$ cat src/sv/assert_macros.svh
// ----------------------------------------------------------------------------
// Assertion macros
// Shared concurrent assertion helpers for the tachometer block. They expand to
// nothing when SYNTHESIS is defined.
// ----------------------------------------------------------------------------
`ifndef ASSERT_MACROS_SVH
`define ASSERT_MACROS_SVH

`ifndef SYNTHESIS

// Same-cycle implication, checked at every rising clock edge out of reset.
`define HTS_ASSERT_IMP(lbl, clk, rstn, ante, cons, msg) \
    lbl: assert property (@(posedge clk) disable iff (!rstn) (ante) |-> (cons)) \
        else $error(msg);

// Next-cycle implication, checked at every rising clock edge out of reset.
`define HTS_ASSERT_NXT(lbl, clk, rstn, ante, cons, msg) \
    lbl: assert property (@(posedge clk) disable iff (!rstn) (ante) |=> (cons)) \
        else $error(msg);

`else

`define HTS_ASSERT_IMP(lbl, clk, rstn, ante, cons, msg)
`define HTS_ASSERT_NXT(lbl, clk, rstn, ante, cons, msg)

`endif

`endif

$ cat src/sv/hts_pkg.sv
// ----------------------------------------------------------------------------
// Tachometer package
// Widths, constants, register indexes and the structs that join the
// configuration block, the controller and the datapath.
// ----------------------------------------------------------------------------
package hts_pkg;

    // Field widths.
    localparam int TIME_W     = 32;
    localparam int RPM_W      = 19;
    localparam int SPEED_W    = 23;
    localparam int MAG_W      = 7;
    localparam int DEB_W      = 20;
    localparam int JUMP_W     = 19;
    localparam int FACTOR_W   = 20;
    localparam int CFG_DATA_W = 32;
    localparam int CFG_IDX_W  = 3;

    // Fixed-point rpm and the period divider.
    localparam int RPM_FRAC    = 4;
    localparam int QUOT_W      = 30;
    localparam int DENOM_W     = TIME_W + MAG_W;
    localparam int DIV_CNT_W   = $clog2(QUOT_W);
    localparam int PROD_W      = RPM_W + FACTOR_W;
    localparam int SPEED_SHIFT = 16;

    // Microseconds per minute with the rpm fraction bits applied.
    localparam logic [QUOT_W-1:0] RPM_NUMER = QUOT_W'(60000000 << RPM_FRAC);
    localparam logic [RPM_W-1:0]  RPM_SAT   = RPM_W'(480000);

    // Event kinds.
    localparam logic FUNC_EDGE  = 1'b0;
    localparam logic FUNC_QUERY = 1'b1;

    // Register indexes.
    localparam logic [CFG_IDX_W-1:0] REG_ENABLE  = 3'd0;
    localparam logic [CFG_IDX_W-1:0] REG_MAGNETS = 3'd1;
    localparam logic [CFG_IDX_W-1:0] REG_DEBOUNCE = 3'd2;
    localparam logic [CFG_IDX_W-1:0] REG_JUMP    = 3'd3;
    localparam logic [CFG_IDX_W-1:0] REG_TIMEOUT = 3'd4;
    localparam logic [CFG_IDX_W-1:0] REG_STALL   = 3'd5;
    localparam logic [CFG_IDX_W-1:0] REG_FACTOR  = 3'd6;

    // Register reset values.
    localparam logic [MAG_W-1:0]    RST_MAGNETS  = 7'd1;
    localparam logic [DEB_W-1:0]    RST_DEBOUNCE = 20'd2000;
    localparam logic [JUMP_W-1:0]   RST_JUMP     = 19'd12000;
    localparam logic [TIME_W-1:0]   RST_TIMEOUT  = 32'd5000000;
    localparam logic [RPM_W-1:0]    RST_STALL    = 19'd4800;
    localparam logic [FACTOR_W-1:0] RST_FACTOR   = 20'd5898;

    // Configuration register set.
    typedef struct packed {
        logic                enable;
        logic [MAG_W-1:0]    magnet_count;
        logic [DEB_W-1:0]    debounce_us;
        logic [JUMP_W-1:0]   jump_limit_rpm;
        logic [TIME_W-1:0]   stall_timeout_us;
        logic [RPM_W-1:0]    stall_rpm;
        logic [FACTOR_W-1:0] speed_factor;
    } cfg_t;

    // Commands from the controller to the datapath.
    typedef struct packed {
        logic capture;
        logic eval;
        logic mult;
        logic div_step;
        logic update;
        logic speed;
        logic load_out;
    } cmd_t;

    // Status from the datapath to the controller.
    typedef struct packed {
        logic need_div;
        logic div_last;
    } sts_t;

endpackage

$ cat src/sv/hall_tachometer_speed_unit.sv
// ----------------------------------------------------------------------------
// Hall tachometer speed unit
// Measures wheel rpm from timestamped hall edges and answers speed queries.
// ----------------------------------------------------------------------------
// Usage:
//   Input channel (in_valid/in_stall) carries one event: func selects a hall
//   edge or a speed query, now_us is its microsecond timestamp. Every event
//   yields exactly one result on the output channel (out_valid/out_stall):
//   rpm_value, speed_value, edge_accepted and stalled.
//   An edge that passes debounce with a nonzero period while the block is
//   enabled runs the serial period divider, one quotient bit per cycle; such
//   an event goes through evaluation, the denominator multiply, the divider,
//   the rpm update, the speed multiply and the output load. All other events
//   go from evaluation to the speed multiply. The next event is accepted in
//   the cycle after the result is loaded into the output register.
//   The output register holds its result while out_stall is high; a new
//   event may be accepted meanwhile, and its result waits until the held
//   one is taken.
//   Reset loads the register defaults and clears the edge time and rpm.
//   The configuration port writes one register per cycle with cfg_write.
// ----------------------------------------------------------------------------
module hall_tachometer_speed_unit
(
    input  logic                            clk,
    input  logic                            rst_n,
    input  logic                            cfg_write,
    input  logic [hts_pkg::CFG_IDX_W-1:0]   cfg_index,
    input  logic [hts_pkg::CFG_DATA_W-1:0]  cfg_data,
    input  logic                            in_valid,
    output logic                            in_stall,
    input  logic                            func,
    input  logic [hts_pkg::TIME_W-1:0]      now_us,
    output logic                            out_valid,
    input  logic                            out_stall,
    output logic [hts_pkg::RPM_W-1:0]       rpm_value,
    output logic [hts_pkg::SPEED_W-1:0]     speed_value,
    output logic                            edge_accepted,
    output logic                            stalled
);
    import hts_pkg::*;

    cfg_t cfg;
    cmd_t cmd;
    sts_t sts;
    logic clear_state;

    // Configuration registers.
    hts_regs u_regs
    (
        .clk         (clk),
        .rst_n       (rst_n),
        .cfg_write   (cfg_write),
        .cfg_index   (cfg_index),
        .cfg_data    (cfg_data),
        .cfg         (cfg),
        .clear_state (clear_state)
    );

    // Sequencer.
    hts_ctrl u_ctrl
    (
        .clk       (clk),
        .rst_n     (rst_n),
        .in_valid  (in_valid),
        .in_stall  (in_stall),
        .out_valid (out_valid),
        .out_stall (out_stall),
        .sts       (sts),
        .cmd       (cmd)
    );

    // Datapath.
    hts_dp u_dp
    (
        .clk           (clk),
        .rst_n         (rst_n),
        .cfg           (cfg),
        .clear_state   (clear_state),
        .cmd           (cmd),
        .sts           (sts),
        .func          (func),
        .now_us        (now_us),
        .rpm_value     (rpm_value),
        .speed_value   (speed_value),
        .edge_accepted (edge_accepted),
        .stalled       (stalled)
    );

endmodule

$ cat src/sv/hts_regs.sv
// ----------------------------------------------------------------------------
// Tachometer configuration registers
// Holds the seven write-only settings and flags a write that disables the
// block, which clears the measurement state.
// ----------------------------------------------------------------------------
module hts_regs
(
    input  logic                            clk,
    input  logic                            rst_n,
    input  logic                            cfg_write,
    input  logic [hts_pkg::CFG_IDX_W-1:0]   cfg_index,
    input  logic [hts_pkg::CFG_DATA_W-1:0]  cfg_data,
    output hts_pkg::cfg_t                   cfg,
    output logic                            clear_state
);
    import hts_pkg::*;

    cfg_t cfg_reg;
    cfg_t cfg_next;

    // Decode a write; each value is truncated to its register width.
    always_comb
    begin
        cfg_next = cfg_reg;
        if (cfg_write)
        begin
            case (cfg_index)
                REG_ENABLE:   cfg_next.enable           = cfg_data[0];
                REG_MAGNETS:  cfg_next.magnet_count     = cfg_data[MAG_W-1:0];
                REG_DEBOUNCE: cfg_next.debounce_us      = cfg_data[DEB_W-1:0];
                REG_JUMP:     cfg_next.jump_limit_rpm   = cfg_data[JUMP_W-1:0];
                REG_TIMEOUT:  cfg_next.stall_timeout_us = cfg_data[TIME_W-1:0];
                REG_STALL:    cfg_next.stall_rpm        = cfg_data[RPM_W-1:0];
                REG_FACTOR:   cfg_next.speed_factor     = cfg_data[FACTOR_W-1:0];
                default:      cfg_next = cfg_reg;
            endcase
        end
    end

    // Register storage.
    always_ff @(posedge clk or negedge rst_n)
    begin
        if (!rst_n)
        begin
            cfg_reg.enable           <= 1'b1;
            cfg_reg.magnet_count     <= RST_MAGNETS;
            cfg_reg.debounce_us      <= RST_DEBOUNCE;
            cfg_reg.jump_limit_rpm   <= RST_JUMP;
            cfg_reg.stall_timeout_us <= RST_TIMEOUT;
            cfg_reg.stall_rpm        <= RST_STALL;
            cfg_reg.speed_factor     <= RST_FACTOR;
        end
        else
        begin
            cfg_reg <= cfg_next;
        end
    end

    assign cfg         = cfg_reg;
    assign clear_state = cfg_write && (cfg_index == REG_ENABLE) && !cfg_data[0];

endmodule

$ cat src/sv/hts_ctrl.sv
// ----------------------------------------------------------------------------
// Tachometer controller
// State machine that sequences one request through evaluation, the period
// divider and rpm update when needed, the speed multiply and the output register.
// ----------------------------------------------------------------------------
`include "assert_macros.svh"

module hts_ctrl
(
    input  logic           clk,
    input  logic           rst_n,
    input  logic           in_valid,
    output logic           in_stall,
    output logic           out_valid,
    input  logic           out_stall,
    input  hts_pkg::sts_t  sts,
    output hts_pkg::cmd_t  cmd
);
    import hts_pkg::*;

    localparam logic [2:0] S_IDLE   = 3'd0;
    localparam logic [2:0] S_EVAL   = 3'd1;
    localparam logic [2:0] S_MULT   = 3'd2;
    localparam logic [2:0] S_DIV    = 3'd3;
    localparam logic [2:0] S_UPDATE = 3'd4;
    localparam logic [2:0] S_SPEED  = 3'd5;
    localparam logic [2:0] S_DONE   = 3'd6;

    logic [2:0] state_reg;
    logic [2:0] state_next;
    logic       out_valid_reg;
    logic       out_valid_next;
    logic       out_free;
    logic       accept;

    // A new request is taken only when the sequencer is free.
    assign in_stall = (state_reg != S_IDLE);
    assign accept   = in_valid && !in_stall;

    // The output register can take a result when empty or being drained.
    assign out_free = !out_valid_reg || !out_stall;

    // Commands follow from the state; capture and load_out also depend on the handshakes.
    always_comb
    begin
        cmd          = '0;
        cmd.capture  = accept;
        cmd.eval     = (state_reg == S_EVAL);
        cmd.mult     = (state_reg == S_MULT);
        cmd.div_step = (state_reg == S_DIV);
        cmd.update   = (state_reg == S_UPDATE);
        cmd.speed    = (state_reg == S_SPEED);
        cmd.load_out = (state_reg == S_DONE) && out_free;
    end

    // Next-state logic.
    always_comb
    begin
        state_next = state_reg;
        case (state_reg)
            S_IDLE:
            begin
                if (accept)
                begin
                    state_next = S_EVAL;
                end
            end
            S_EVAL:
            begin
                state_next = sts.need_div ? S_MULT : S_SPEED;
            end
            S_MULT:
            begin
                state_next = S_DIV;
            end
            S_DIV:
            begin
                if (sts.div_last)
                begin
                    state_next = S_UPDATE;
                end
            end
            S_UPDATE:
            begin
                state_next = S_SPEED;
            end
            S_SPEED:
            begin
                state_next = S_DONE;
            end
            S_DONE:
            begin
                if (out_free)
                begin
                    state_next = S_IDLE;
                end
            end
            default:
            begin
                state_next = S_IDLE;
            end
        endcase
    end

    // Output valid flag: set on load, cleared when the result is taken.
    always_comb
    begin
        out_valid_next = out_valid_reg;
        if (cmd.load_out)
        begin
            out_valid_next = 1'b1;
        end
        else if (out_valid_reg && !out_stall)
        begin
            out_valid_next = 1'b0;
        end
    end

    // Control registers.
    always_ff @(posedge clk or negedge rst_n)
    begin
        if (!rst_n)
        begin
            state_reg     <= S_IDLE;
            out_valid_reg <= 1'b0;
        end
        else
        begin
            state_reg     <= state_next;
            out_valid_reg <= out_valid_next;
        end
    end

    assign out_valid = out_valid_reg;

    // A held result is never overwritten, and an accepted request starts evaluation.
    `HTS_ASSERT_IMP(a_no_overwrite, clk, rst_n, cmd.load_out, !(out_valid_reg && out_stall), "result overwritten while stalled")
    `HTS_ASSERT_NXT(a_accept_eval, clk, rst_n, accept, state_reg == S_EVAL, "accepted request did not start evaluation")
    `HTS_ASSERT_IMP(a_div_only_long, clk, rst_n, (state_reg == S_EVAL) && !sts.need_div, state_next == S_SPEED, "short path entered the divider")

endmodule

$ cat src/sv/hts_dp.sv
// ----------------------------------------------------------------------------
// Tachometer datapath
// Edge timing, debounce and stall tests, the serial period divider, the rpm
// jump filter, the speed multiplier and the output register.
// ----------------------------------------------------------------------------
`include "assert_macros.svh"

module hts_dp
(
    input  logic                          clk,
    input  logic                          rst_n,
    input  hts_pkg::cfg_t                 cfg,
    input  logic                          clear_state,
    input  hts_pkg::cmd_t                 cmd,
    output hts_pkg::sts_t                 sts,
    input  logic                          func,
    input  logic [hts_pkg::TIME_W-1:0]    now_us,
    output logic [hts_pkg::RPM_W-1:0]     rpm_value,
    output logic [hts_pkg::SPEED_W-1:0]   speed_value,
    output logic                          edge_accepted,
    output logic                          stalled
);
    import hts_pkg::*;

    logic                  func_reg;
    logic [TIME_W-1:0]     now_reg;
    logic [TIME_W-1:0]     last_edge_reg;
    logic [TIME_W-1:0]     last_edge_next;
    logic [RPM_W-1:0]      rpm_reg;
    logic [RPM_W-1:0]      rpm_next;
    logic                  acc_reg;
    logic                  acc_next;
    logic                  stall_reg;
    logic                  stall_next;
    logic [TIME_W-1:0]     period_reg;
    logic [DENOM_W-1:0]    denom_reg;
    logic [DENOM_W-1:0]    rem_reg;
    logic [QUOT_W-1:0]     quot_reg;
    logic [DIV_CNT_W-1:0]  div_cnt_reg;
    logic [PROD_W-1:0]     prod_reg;

    logic [TIME_W-1:0]     elapsed;
    logic                  debounce_ok;
    logic                  stall_hit;
    logic [MAG_W-1:0]      mags;
    logic [DENOM_W:0]      trial;
    logic [DENOM_W:0]      trial_diff;
    logic                  fits;
    logic [QUOT_W-1:0]     old_wide;
    logic [QUOT_W-1:0]     rpm_diff;
    logic                  jump_reject;
    logic [RPM_W-1:0]      quot_sat;

    // Time since the last accepted edge, modulo the timestamp width.
    assign elapsed     = now_reg - last_edge_reg;
    assign debounce_ok = (elapsed >= TIME_W'(cfg.debounce_us));
    assign stall_hit   = (elapsed > cfg.stall_timeout_us) && (rpm_reg < cfg.stall_rpm);

    // An accepted edge with a nonzero period needs a new rpm from the divider.
    assign sts.need_div = cfg.enable && (func_reg == FUNC_EDGE) && debounce_ok
                          && (elapsed != '0);
    assign sts.div_last = (div_cnt_reg == '0);

    // A magnet count of zero counts as one.
    assign mags = (cfg.magnet_count == '0) ? MAG_W'(1) : cfg.magnet_count;

    // One restoring division step: bring down the next numerator bit.
    assign trial      = {rem_reg, RPM_NUMER[div_cnt_reg]};
    assign trial_diff = trial - {1'b0, denom_reg};
    assign fits       = (trial >= {1'b0, denom_reg});

    // Jump filter compares the unsaturated quotient with the old rpm.
    assign old_wide    = QUOT_W'(rpm_reg);
    assign rpm_diff    = (quot_reg > old_wide) ? (quot_reg - old_wide) : (old_wide - quot_reg);
    assign jump_reject = (rpm_reg != '0) && (rpm_diff > QUOT_W'(cfg.jump_limit_rpm));
    assign quot_sat    = (quot_reg > QUOT_W'(RPM_SAT)) ? RPM_SAT : quot_reg[RPM_W-1:0];

    // Measurement state and result flags.
    always_comb
    begin
        last_edge_next = last_edge_reg;
        rpm_next       = rpm_reg;
        acc_next       = acc_reg;
        stall_next     = stall_reg;
        if (cmd.capture)
        begin
            acc_next   = 1'b0;
            stall_next = 1'b0;
        end
        if (clear_state)
        begin
            last_edge_next = '0;
            rpm_next       = '0;
        end
        else if (cmd.eval)
        begin
            if (!cfg.enable)
            begin
                last_edge_next = '0;
                rpm_next       = '0;
            end
            else if (func_reg == FUNC_EDGE)
            begin
                if (debounce_ok)
                begin
                    last_edge_next = now_reg;
                    acc_next       = 1'b1;
                end
            end
            else if (stall_hit)
            begin
                rpm_next   = '0;
                stall_next = 1'b1;
            end
        end
        else if (cmd.update)
        begin
            if (!jump_reject)
            begin
                rpm_next = quot_sat;
            end
        end
    end

    // State and flag registers.
    always_ff @(posedge clk or negedge rst_n)
    begin
        if (!rst_n)
        begin
            last_edge_reg <= '0;
            rpm_reg       <= '0;
            acc_reg       <= 1'b0;
            stall_reg     <= 1'b0;
        end
        else
        begin
            last_edge_reg <= last_edge_next;
            rpm_reg       <= rpm_next;
            acc_reg       <= acc_next;
            stall_reg     <= stall_next;
        end
    end

    // Request capture, divider and speed multiplier.
    always_ff @(posedge clk)
    begin
        if (cmd.capture)
        begin
            func_reg <= func;
            now_reg  <= now_us;
        end
        if (cmd.eval)
        begin
            period_reg <= elapsed;
        end
        if (cmd.mult)
        begin
            denom_reg   <= DENOM_W'(period_reg) * DENOM_W'(mags);
            rem_reg     <= '0;
            div_cnt_reg <= DIV_CNT_W'(QUOT_W - 1);
        end
        if (cmd.div_step)
        begin
            rem_reg     <= fits ? trial_diff[DENOM_W-1:0] : trial[DENOM_W-1:0];
            quot_reg    <= {quot_reg[QUOT_W-2:0], fits};
            div_cnt_reg <= div_cnt_reg - DIV_CNT_W'(1);
        end
        if (cmd.speed)
        begin
            prod_reg <= PROD_W'(rpm_reg) * PROD_W'(cfg.speed_factor);
        end
    end

    // Output register. The shifted product fills the speed field exactly,
    // so no upper bits are dropped.
    always_ff @(posedge clk)
    begin
        if (cmd.load_out)
        begin
            rpm_value     <= rpm_reg;
            speed_value   <= prod_reg[PROD_W-1:SPEED_SHIFT];
            edge_accepted <= acc_reg;
            stalled       <= stall_reg;
        end
    end

    // The rpm stays saturated, and a stalled result always carries zero rpm.
    `HTS_ASSERT_IMP(a_rpm_sat, clk, rst_n, 1'b1, rpm_reg <= RPM_SAT, "rpm above saturation")
    `HTS_ASSERT_IMP(a_flags_excl, clk, rst_n, acc_reg, !stall_reg, "edge and stall flags both set")
    `HTS_ASSERT_IMP(a_stall_zero, clk, rst_n, stall_reg, rpm_reg == '0, "stall left rpm nonzero")

endmodule
$ cat config.mk
export PLATFORM = sky130hd
export DESIGN_NAME = hall_tachometer_speed_unit
export DESIGN_NICKNAME = d
export VERILOG_FILES = /design/src/sv/hts_pkg.sv /design/src/sv/hall_tachometer_speed_unit.sv /design/src/sv/hts_regs.sv /design/src/sv/hts_ctrl.sv /design/src/sv/hts_dp.sv
export VERILOG_INCLUDE_DIRS = /design/src /design/src/sv
export SDC_FILE = /design/constraint.sdc
export NUM_CORES = 2
export LEC_CHECK = 0
export BUFFER_PORTS_ARGS = -buffer_cell sky130_fd_sc_hd__buf_4
export CORE_MARGIN = 5
export CORE_UTILIZATION = 60
export CTS_CLUSTER_SIZE = 12
export DETAILED_ROUTE_END_ITERATION = 10
export PLACE_DENSITY = 0.77
export SETUP_SLACK_MARGIN = 0.5
export SLEW_MARGIN = 20
export SYNTH_ARGS = -nofsm -noshare
export SYNTH_HDL_FRONTEND = slang
export SYNTH_SLANG_ARGS = --single-unit
$ cat constraint.sdc
create_clock -name clk -period 19.5 [get_ports clk]
set_clock_uncertainty 0.15 [all_clocks]
set_input_delay 0.975 -clock clk [delete_from_list [all_inputs] [get_ports clk]]
set_output_delay 0.975 -clock clk [all_outputs]
set_load 0.005 [all_outputs]
==> impl_metrics.toml <==
[clocking]
htreeDepth = 2
cts_tree = "built"
post_cts_resized = 0
postCtsHoldBufs = 0
cts_max_path_buffers = 3
clk_latency_ns = 0.63
postCtsSetupRepairBufs = 0
numCtsBuffers = 48
cts.sinks = 421
clk_pin_slew_ns = 0.06
cts_root_buf = "clkbuf_16"

[setup_path]
worstPathArrival_ns = 7.97
cp_top_family = "adder cells"
cp-end-kind = "register"
worst_setup_path_start_kind = "register"
required_ns = 19.73
crit_path_top_delay_cell = "dfrtp_1"
critical_path.max_stage_delay_ns = 0.77
path_max_fanout = 25
worst-path-buf-inv = 6
crit_type = "register to register"

[timing]
relSlewSlack = 0.254
setup_viol = 0
drv_slew = 0
finalHoldViolCount = 0
rsz0062_at_grt = "no"
min_period_ns = 7.74
finalSetupTns_ns = 0
fin_crit_sh = 0.397
fmax_mhz = 129
max_slew.worst_pin.slew_ns = 1.11

[global_routing]
gr-usage-all-layers = 0.270
grt_max_degree = 68
grt_pass1_vias = 31300
grt_pass1_wl_um = 165000
met1_usage = 0.405
grt.busiest_layer = "met2"
grt_util_met3 = 0.0382
overflow = 0
antenna_found_initial = 0
use_met2 = 0.416

[logic_synthesis]
synthTopCellsByArea = "fa_1 22%, edfxtp_1 17%, ha_1 11%, dfrtp_1 8.4%, inv_1 6.2%"
syn_nets = 5212
netlist_instances = 4305
synth-seq-cells = 421
yosys_warnings = 0
synth_common_cells = "700 x inv_1, 457 x fa_1, 407 x nand2_1"
synth-async-reset-ratio = 0.416
yosysMostFrequentCell = "inv_1"
synth_edf_count = 245
ys_seq_area_frac = 0.280
yosysTopAreaCellShare = 0.217
synth_area_leader_cell = "fa_1"
synth_cell_type_count = 85
synth_area_um2 = 42200
synth.avg_cell_area_um2 = 9.80
synth_ff_type = "edfxtp_1"

[detailed_routing]
finalWirelength_um = 100000
drtPass1Iterations = 6
drcViolationCount = 0
wire_per_inst_um = 18.8
initialDrtViolationCount = 2461
vias = 30600
vias_per_cell = 5.76
drtAntennaViolNets = 0

[placement]
dp.cells = 5226
portBuffers = 118
dpl-instance-area_um2 = 43900
dp_hpwl_um = 75500
gp_congestion = 0.949

[die]
dieArea_um2 = 75700
die_h_um = 275
rows = 97
io_pins = 119
die_w_um = 275
start_util = 0.604
core_area_um2 = 69900

[cells_and_area]
instances_no_fill = 5317
fin_nets = 5244
final_cell_area_um2 = 45600
largest_register_ffs = 118
antennaDiodeCount = 0
area_growth_pct = 8.02
drive_gt1_frac = 0.0836

[worst_hold_path]
min_path_type = "primary input to async pin"

[outcome]
outcome = "finished, final reports clean"

[run]
cap_violations = 0
## worst register-to-register path: stages, from the launching register on
cell      delay (ns)
dfrtp_1         0.77
and2_1          0.41
fa_1            0.53
inv_1           0.06
fa_1            0.54
inv_1           0.05
fa_1            0.49
inv_1           0.05
fa_1            0.47
inv_1           0.05
fa_1            0.53
inv_1           0.05
fa_1            0.53
inv_1           0.04
ha_1            0.21
a21o_1          0.18
a21o_1          0.20
a211oi_1        0.40
a311oi_1        0.28
o311a_1         0.40
o31a_1          0.34
nand4_1         0.16
a31oi_1         0.14
a21o_1          0.23
a21oi_1         0.18
xnor2_1         0.08
## cell type report
class,count,area (um^2)
Clock buffer,77,1520
Clock inverter,13,164
Fill cell,5567,24300
Inverter,701,2630
Multi-Input combinational cell,3012,27100
Sequential cell,421,11800
Tap cell,940,1180
Timing Repair Buffer,153,1160
## cell families (layout without fill, tap and decap cells)
kind of cell / count (synthesis) / count (layout) / synth area share
simple gates: 1215 / 1215 / 0.147
buf+inv: 872 / 944 / 0.0788
fa+ha+maj: 834 / 834 / 0.329
compound gates: 707 / 707 / 0.107
flops: 421 / 421 / 0.280
xor+xnor: 135 / 135 / 0.0280
mux: 121 / 121 / 0.0308
## metal layers
layer | wire length, um | vias to the layer above
met2 | 45000 | 1018
met3 | 6630 | 178
met1 | 45600 | 15200
met4 | 2740 | 0
li1 | - | 14200
met5 | 0 | -
## final timing paths
check	to	start	slack, ns	cells after the start
hold reg to reg	u_dp.speed_value[9]	u_dp.prod_reg[25]	0.27	0
setup reg to reg	u_dp.prod_reg[38]	u_dp.rpm_reg[7]	11.76	25
min in group clk	u_dp.speed_value[9]	u_dp.prod_reg[25]	0.27	0
max in group asynchronous	u_regs.cfg[114]	rst_n	17.68	2
hold / removal	u_dp.last_edge_reg[21]	rst_n	0.13	1
setup / recovery	u_dp.prod_reg[38]	u_dp.rpm_reg[7]	11.76	25
## metrics by stage
step / hold WS [ns] / setup WS [ns] / util
floorplan: 0.250 / 12.70 / -
global placement: 0.250 / 12.07 / 0.628
detailed placement: 0.255 / 11.76 / 0.628
CTS: 0.129 / 11.79 / 0.652
global route: 0.148 / 11.31 / 0.652
finish: 0.133 / 11.76 / 0.652
## placed cells by master (no fill, tap or decap), types with 9 or more instances in the layout
master	n
mux2_2	70
ha_1	377
o31ai_1	17
o211ai_1	11
dfrtp_1	139
dfstp_2	33
and3_1	25
nor2b_1	28
a22o_1	32
nand3_1	36
nor4_1	15
edfxtp_1	245
nand2b_1	25
buf_4	151
a21o_1	86
a21oi_1	179
clkbuf_16	53
a31oi_1	28
fa_1	457
clkbuf_1	14
nor3_1	40
o21bai_1	18
o21ai_1	18
nor2_1	152
and2_1	391
nand2_1	407
mux2i_1	51
and4_1	9
inv_1	699
clkbuf_8	10
xnor2_1	79
o21a_1	28
nand4_1	36
o21ai_0	169
a211oi_1	36
xor2_1	56
Power is left out: the tool's default activity adds up to more than one toggle a clock period on the data nets, which glitch-free logic cannot reach.
